===== config.mk =====
export PLATFORM = sky130hd
export DESIGN_NAME = key_change_code_lister_core
export DESIGN_NICKNAME = d
export VERILOG_FILES = /design/src/rtl/kccl_pkg.sv /design/src/rtl/key_change_code_lister_core.sv /design/src/rtl/kccl_ctrl.sv /design/src/rtl/kccl_dpath.sv
export VERILOG_INCLUDE_DIRS = /design/src /design/src/rtl
export SDC_FILE = /design/constraint.sdc
export NUM_CORES = 1
export LEC_CHECK = 0
export ABC_AREA = 0
export BUFFER_PORTS_ARGS = -buffer_cell sky130_fd_sc_hd__buf_2
export CAP_MARGIN = 10
export CORE_MARGIN = 10
export CORE_UTILIZATION = 45
export CTS_CLUSTER_DIAMETER = 150
export DETAILED_ROUTE_END_ITERATION = 6
export GPL_TIMING_DRIVEN = 1
export PLACE_DENSITY = 0.74
export SLEW_MARGIN = 20
export SYNTH_ARGS = -nofsm -noshare
export SYNTH_HDL_FRONTEND = slang
export SYNTH_SLANG_ARGS = --single-unit

===== constraint.sdc =====
create_clock -name aclk -period 3.5 [get_ports aclk]
set_input_delay 0.175 -clock aclk [delete_from_list [all_inputs] [get_ports aclk]]
set_output_delay 0.175 -clock aclk [all_outputs]
set_load 0.05 [all_outputs]

===== src/rtl/assert_macros.svh =====
// assertion macros used by the rtl top level
`ifndef ASSERT_MACROS_SVH
`define ASSERT_MACROS_SVH
`ifndef NO_ASSERTIONS
`define ASSERT_IMPLY(label, clk, rstn, ante, cons) \
    label: assert property (@(posedge clk) disable iff (!(rstn)) (ante) |-> (cons)) \
        else $error("assertion failed");
`define ASSERT_NEVER(label, clk, rstn, cond) \
    label: assert property (@(posedge clk) disable iff (!(rstn)) !(cond)) \
        else $error("assertion failed");
`else
`define ASSERT_IMPLY(label, clk, rstn, ante, cons)
`define ASSERT_NEVER(label, clk, rstn, cond)
`endif
`endif


===== src/rtl/kccl_pkg.sv =====
// shared types and constants of the key change code lister
package kccl_pkg;

    localparam int KEY_WORDS = 4;
    localparam int WIDX_BITS = (KEY_WORDS > 1) ? $clog2(KEY_WORDS) : 1;

    localparam int IN_TDATA_W  = 40;
    localparam int OUT_TDATA_W = 24;
    localparam int CFG_INDEX_W = 2;
    localparam int CFG_DATA_W  = 9;

    localparam logic [1:0] KIND_PRESSED  = 2'd0;
    localparam logic [1:0] KIND_RELEASED = 2'd1;
    localparam logic [1:0] KIND_ACTIVE   = 2'd2;

    localparam logic [CFG_INDEX_W-1:0] REG_REPORT_KIND = 2'd0;
    localparam logic [CFG_INDEX_W-1:0] REG_MAX_CODES   = 2'd1;

    typedef struct packed {
        logic load;
        logic advance;
        logic emit;
    } cmd_t;

    typedef struct packed {
        logic       in_range;
        logic       done;
        logic       bit0;
        logic       out_free;
        logic [8:0] limit;
    } status_t;

endpackage


===== src/rtl/key_change_code_lister_core.sv =====
// top level of the key change code lister
// Takes one 32-key word of a keyboard scan per request and reports the code
// (word_index*32+bit) of each newly pressed, newly released or active key,
// lowest bit first. A word is loaded, then the bit-serial mask shifter walks
// the bit positions up to its highest reported key, emitting a code at each
// reported key while the result channel is free, and the scan closes; a new
// word is taken only after the scan closes. A stalled result channel holds
// the scan. Word 0 restarts the per-scan count; once max_codes codes are out,
// later codes of the scan are dropped. Words whose index lies beyond the
// stored scan are taken and ignored.
`include "assert_macros.svh"

module key_change_code_lister_core (
    input  logic                                aclk,
    input  logic                                aresetn,
    input  logic                                s_tvalid,
    output logic                                s_tready,
    // word_index [2:0], key_flags [34:3], zero [39:35]
    input  logic [kccl_pkg::IN_TDATA_W-1:0]     s_tdata,
    output logic                                m_tvalid,
    input  logic                                m_tready,
    // key code [7:0], codes_so_far [16:8], zero [23:17]
    output logic [kccl_pkg::OUT_TDATA_W-1:0]    m_tdata,
    output logic                                m_tlast,
    // limit_hit [0]
    output logic                                m_tuser,
    input  logic                                cfg_valid,
    output logic                                cfg_ready,
    input  logic [kccl_pkg::CFG_INDEX_W-1:0]    cfg_index,
    input  logic [kccl_pkg::CFG_DATA_W-1:0]     cfg_data
);

    kccl_pkg::cmd_t    cmd;
    kccl_pkg::status_t status;

    assign cfg_ready = 1'b1;

    kccl_ctrl u_ctrl (
        .aclk     (aclk),
        .aresetn  (aresetn),
        .s_tvalid (s_tvalid),
        .s_tready (s_tready),
        .status   (status),
        .cmd      (cmd)
    );

    kccl_dpath u_dpath (
        .aclk      (aclk),
        .aresetn   (aresetn),
        .s_tdata   (s_tdata),
        .cfg_valid (cfg_valid),
        .cfg_index (cfg_index),
        .cfg_data  (cfg_data),
        .cmd       (cmd),
        .status    (status),
        .m_tvalid  (m_tvalid),
        .m_tready  (m_tready),
        .m_tdata   (m_tdata),
        .m_tlast   (m_tlast),
        .m_tuser   (m_tuser)
    );

    `ASSERT_IMPLY(a_count_nonzero, aclk, aresetn, m_tvalid, m_tdata[16:8] != 9'd0)
    `ASSERT_IMPLY(a_hit_is_last, aclk, aresetn, m_tvalid && m_tuser, m_tlast)
    `ASSERT_IMPLY(a_count_in_limit, aclk, aresetn, m_tvalid, m_tdata[16:8] <= status.limit)
    `ASSERT_NEVER(a_emit_when_busy, aclk, aresetn, cmd.emit && !status.out_free)
    `ASSERT_NEVER(a_load_when_busy, aclk, aresetn, cmd.load && !s_tready)

endmodule


===== src/rtl/kccl_ctrl.sv =====
// controller state machine: request intake and bit scan sequencing
module kccl_ctrl (
    input  logic             aclk,
    input  logic             aresetn,
    input  logic             s_tvalid,
    output logic             s_tready,
    input  kccl_pkg::status_t status,
    output kccl_pkg::cmd_t    cmd
);

    typedef enum logic {
        ST_IDLE,
        ST_SCAN
    } state_t;

    state_t state_reg;
    state_t state_next;

    assign s_tready = (state_reg == ST_IDLE);

    always_comb begin
        state_next  = state_reg;
        cmd.load    = 1'b0;
        cmd.advance = 1'b0;
        cmd.emit    = 1'b0;
        case (state_reg)
            ST_IDLE: begin
                if (s_tvalid && status.in_range) begin
                    cmd.load   = 1'b1;
                    state_next = ST_SCAN;
                end
            end
            ST_SCAN: begin
                if (status.done) begin
                    state_next = ST_IDLE;
                end else if (!status.bit0) begin
                    cmd.advance = 1'b1;
                end else if (status.out_free) begin
                    cmd.advance = 1'b1;
                    cmd.emit    = 1'b1;
                end
            end
            default: begin
                state_next = ST_IDLE;
            end
        endcase
    end

    always_ff @(posedge aclk) begin
        if (!aresetn) begin
            state_reg <= ST_IDLE;
        end else begin
            state_reg <= state_next;
        end
    end

endmodule


===== src/rtl/kccl_dpath.sv =====
// datapath: config registers, previous scan words, mask shifter, count and output register
module kccl_dpath (
    input  logic                                aclk,
    input  logic                                aresetn,
    input  logic [kccl_pkg::IN_TDATA_W-1:0]     s_tdata,
    input  logic                                cfg_valid,
    input  logic [kccl_pkg::CFG_INDEX_W-1:0]    cfg_index,
    input  logic [kccl_pkg::CFG_DATA_W-1:0]     cfg_data,
    input  kccl_pkg::cmd_t                      cmd,
    output kccl_pkg::status_t                   status,
    output logic                                m_tvalid,
    input  logic                                m_tready,
    output logic [kccl_pkg::OUT_TDATA_W-1:0]    m_tdata,
    output logic                                m_tlast,
    output logic                                m_tuser
);

    logic [1:0]  report_kind_reg;
    logic [8:0]  max_codes_reg;
    logic [31:0] prev_reg [kccl_pkg::KEY_WORDS];
    logic [31:0] mask_reg;
    logic [2:0]  widx_reg;
    logic [4:0]  bit_reg;
    logic [8:0]  count_reg;
    logic        m_tvalid_reg;
    logic [7:0]  code_reg;
    logic [8:0]  codes_so_far_reg;
    logic        last_reg;
    logic        hit_reg;

    logic [2:0]                     in_widx;
    logic [31:0]                    in_flags;
    logic [kccl_pkg::WIDX_BITS-1:0] prev_addr;
    logic [31:0]                    prev_word;
    logic [31:0]                    changed;
    logic [31:0]                    mask_next;
    logic [8:0]                     limit;
    logic [8:0]                     count_inc;
    logic                           out_free;

    assign in_widx   = s_tdata[2:0];
    assign in_flags  = s_tdata[34:3];
    assign prev_addr = in_widx[kccl_pkg::WIDX_BITS-1:0];
    assign prev_word = prev_reg[prev_addr];
    assign changed   = in_flags ^ prev_word;

    always_comb begin
        case (report_kind_reg)
            kccl_pkg::KIND_PRESSED:  mask_next = changed & in_flags;
            kccl_pkg::KIND_RELEASED: mask_next = changed & prev_word;
            kccl_pkg::KIND_ACTIVE:   mask_next = in_flags;
            default:                 mask_next = 32'd0;
        endcase
    end

    // zero acts as one, anything above 256 as 256
    always_comb begin
        if (max_codes_reg == 9'd0) begin
            limit = 9'd1;
        end else if (max_codes_reg > 9'd256) begin
            limit = 9'd256;
        end else begin
            limit = max_codes_reg;
        end
    end

    assign count_inc = count_reg + 9'd1;
    assign out_free  = !m_tvalid_reg || m_tready;

    assign status.in_range = ({1'b0, in_widx} < 4'(kccl_pkg::KEY_WORDS));
    assign status.done     = (mask_reg == 32'd0) || (count_reg >= limit);
    assign status.bit0     = mask_reg[0];
    assign status.out_free = out_free;
    assign status.limit    = limit;

    always_ff @(posedge aclk) begin
        if (!aresetn) begin
            report_kind_reg <= kccl_pkg::KIND_PRESSED;
            max_codes_reg   <= 9'd256;
        end else if (cfg_valid) begin
            if (cfg_index == kccl_pkg::REG_REPORT_KIND) begin
                report_kind_reg <= cfg_data[1:0];
            end else if (cfg_index == kccl_pkg::REG_MAX_CODES) begin
                max_codes_reg <= cfg_data[8:0];
            end
        end
    end

    always_ff @(posedge aclk) begin
        if (!aresetn) begin
            for (int i = 0; i < kccl_pkg::KEY_WORDS; i++) begin
                prev_reg[i] <= 32'd0;
            end
            count_reg <= 9'd0;
        end else if (cmd.load) begin
            prev_reg[prev_addr] <= in_flags;
            if (in_widx == 3'd0) begin
                count_reg <= 9'd0;
            end
        end else if (cmd.emit) begin
            count_reg <= count_inc;
        end
    end

    always_ff @(posedge aclk) begin
        if (!aresetn) begin
            mask_reg <= 32'd0;
        end else if (cmd.load) begin
            mask_reg <= mask_next;
        end else if (cmd.advance) begin
            mask_reg <= {1'b0, mask_reg[31:1]};
        end
    end

    always_ff @(posedge aclk) begin
        if (cmd.load) begin
            widx_reg <= in_widx;
            bit_reg  <= 5'd0;
        end else if (cmd.advance) begin
            bit_reg <= bit_reg + 5'd1;
        end
    end

    // output register, parts the scan from the result channel
    always_ff @(posedge aclk) begin
        if (!aresetn) begin
            m_tvalid_reg <= 1'b0;
        end else if (cmd.emit) begin
            m_tvalid_reg <= 1'b1;
        end else if (m_tready) begin
            m_tvalid_reg <= 1'b0;
        end
    end

    always_ff @(posedge aclk) begin
        if (cmd.emit) begin
            code_reg         <= {widx_reg, bit_reg};
            codes_so_far_reg <= count_inc;
            hit_reg          <= (count_inc >= limit);
            last_reg         <= (mask_reg[31:1] == 31'd0) || (count_inc >= limit);
        end
    end

    assign m_tvalid = m_tvalid_reg;
    assign m_tdata  = {7'd0, codes_so_far_reg, code_reg};
    assign m_tlast  = last_reg;
    assign m_tuser  = hit_reg;

endmodule

==> impl_metrics.toml <==
[min_path]
hold_start = "s_tdata[15]"
hold_class = "in -> reg"

[critical_path]
end_kind = "flop"
cp.depth = 10
arrival_ns = 3.23
cp_slowest_stage_delay_ns = 0.34
crit_path_start = "u_dpath.max_codes_reg[8]"
crit_end = "u_dpath.mask_reg[12]"
r2r_cells = 10
cpMaxStageDelayCell = "dfxtp_1"
r2r_slack_ns = 0.64
cp_num_buf_inv = 2
cp_max_fo = 22
path_class = "reg -> reg"
worstPathRequired_ns = 3.87
start_kind = "flop"
r2r-end = "u_dpath.mask_reg[12]"
worstPathCellList = "clkinv_1 -> nand2_1 -> ha_1 -> a21o_1 -> a211o_1 -> a211oi_4 -> o211ai_4 -> buf_12 -> mux2i_1 -> o21ai_1"
reg2reg_from = "u_dpath.max_codes_reg[8]"
path_delay_family = "compound AO/OA/AOI/OAI gates"

[die]
die_w_um = 168
die-area_um2 = 28200
coreArea_um2 = 21700
die_h_um = 168
initial_core_util_pct = 45.4
ios = 85
rows = 54

[route]
wirelength_um = 21900
ant_nets = 0
drt_pass1_iterations = 5
via_count = 6589
avgRoutedWirePerCell_um = 18.2
viasPerCell = 5.46
drt_iter0_drc = 455
drc = 0

[sta]
holdWs_ns = 0.0265
relSlewSlack_pct = 31.7
final.setup.tns_ns = 0
final_hold_viol_count = 0
min_period_ns = 2.86
post-route-period-util_pct = 81.7
rsz0062_at_grt = "no"
tightest_slew_ns = 1.02
skew_ns = 0.0202
setup_viol = 0
drv_slew = 0
max_freq_mhz = 350

[synth]
ys_async_sr_fraction_pct = 0
synth_edf_count = 150
synth_seq_cells = 209
synthFlopType = "edfxtp_1"
synthCells = 834
ys_warn_count = 0
yosysSeqAreaShare_pct = 57.7
syn_area_um2 = 9850
yosys.cell_types.count = 49
synth.avg_cell_area_um2 = 11.8

[flow_run]
cap_violations = 0

[clocking]
cts_tree = "yes"
clk_latency_ns = 0.51
post_cts_resized = 0
clkTransAtPathRegs_ns = 0.06
post_cts_buffers = 0
cts_made_buffers = 23
clock_sinks = 209
ctsLongestPathBuffers = 3
htreeDepth = 1
root_buffer = "clkbuf_16"

[power]
leakage_nw = 4.78
power.density_nw_per_um2 = 517
ir_drop_mv = 0.452

[placed_design]
numPortBuffers = 71
routabilityCongestion = 0.819
hpwl_um = 13800

[final_layout]
final_common_cell = "edfxtp_1"
layout-drive-gt1-share_pct = 18.6
area_growth_pct = 16.3
largest_register_ffs = 128
final_cell_mix = "edfxtp_1 (150), nor2_1 (109), buf_2 (70), dfxtp_1 (58), nand2_1 (53)"
multiInputGateArea_um2 = 3790
fin_nets = 985
layout.area.seq_um2 = 5690
num-fill-cells = 1865

[global_routing]
overflow = 0
grt_max_degree = 66
grt.total_usage_pct = 15.2
grt_pass1_wl_um = 35300
antenna_found_initial = 1
grt_pass1_vias = 6775

[run_status]
status = "finished, final reports clean"
through the flow:
stage               utilization [%]  worst slack, ns  cells  power, mW  cell area [um^2]
CTS                            52.8            0.627   1205       5.96             11400
global route                   52.8            0.403   1206       6.12             11400
detailed placement             48.6            0.634   1152       3.43             10500
global placement               48.6            0.681   1152       3.42             10500
floorplan                         -           0.0545    840       3.26              9870
finish                         52.8            0.641   1206       5.91             11400
cell families after synthesis:
kind of cell / Yosys count / synth area share [%]
and+or+nand+nor: 285 / 15.0
DFF: 209 / 57.7
AOI/OAI and AO/OA: 132 / 7.55
buffers and inverters: 101 / 4.46
muxes: 72 / 11.4
adders and majority gates: 21 / 2.67
xor gates and xnor gates: 12 / 1.07
other: 2 / 0.0763
worst min-delay path, delay by kind of cell:
family        cells  cell delay (ns)
buf+inv           2             0.16
simple gates      1             0.09
worst min-delay path by stage:
stage	depth (start not counted)	to	slack, ns
5_1_grt	3	u_dpath.prev_reg[3][11]	0.04
3_3_place_gp	1	u_dpath.widx_reg[2]	0.40
2_1_floorplan	0	u_dpath.widx_reg[0]	0.27
3_5_place_dp	1	u_dpath.widx_reg[2]	0.39
6_report	3	u_dpath.prev_reg[3][12]	0.03
4_1_cts	3	u_dpath.prev_reg[3][6]	0.02
cell usage after synthesis (21+ instances only):
cell type	number	area share (%)
o21ai_1	31	1.6
o21ai_0	39	2.0
and4b_1	31	3.2
mux4_2	32	7.3
clkbuf_1	45	1.7
nand2_1	54	2.1
edfxtp_1	150	46
inv_1	39	1.5
nor2_1	109	4.2
dfxtp_1	59	12
a21oi_1	38	1.9
ha_1	21	2.7
mux2i_1	40	4.1
nand2b_1	36	2.3
area by class of cell:
class / instances / area share, %
sequential: 209 / 49.7
antenna: 1 / 0.0219
inverter: 40 / 1.31
clock buffer: 29 / 5.49
multi-input combinational: 530 / 33.1
clock inverter: 13 / 1.50
timing repair buffer: 104 / 5.86
tap: 280 / 3.06
power breakdown:
| part | internal, mW | switching [mW] |
|---|---|---|
| logic | 0.221 | 0.331 |
| clock network | 1.57 | 0.955 |
| registers | 2.78 | 0.0615 |
layer usage:
layer  vias to the layer above  GRT usage [%]  wire length, um
met4                         0           4.43              511
met2                       176           25.7            10800
met1                      3206           19.3             9360
met5                         -              0                0
met3                        37           2.89             1280
li1                       3170              -                -
timing repair:
item	4_1_cts	5_1_grt
setup endpoints to repair	0	0
endpoints found under the hold margin	12	0
hold buffers	11	0
Note: power is estimated with default switching activity, not from simulation.
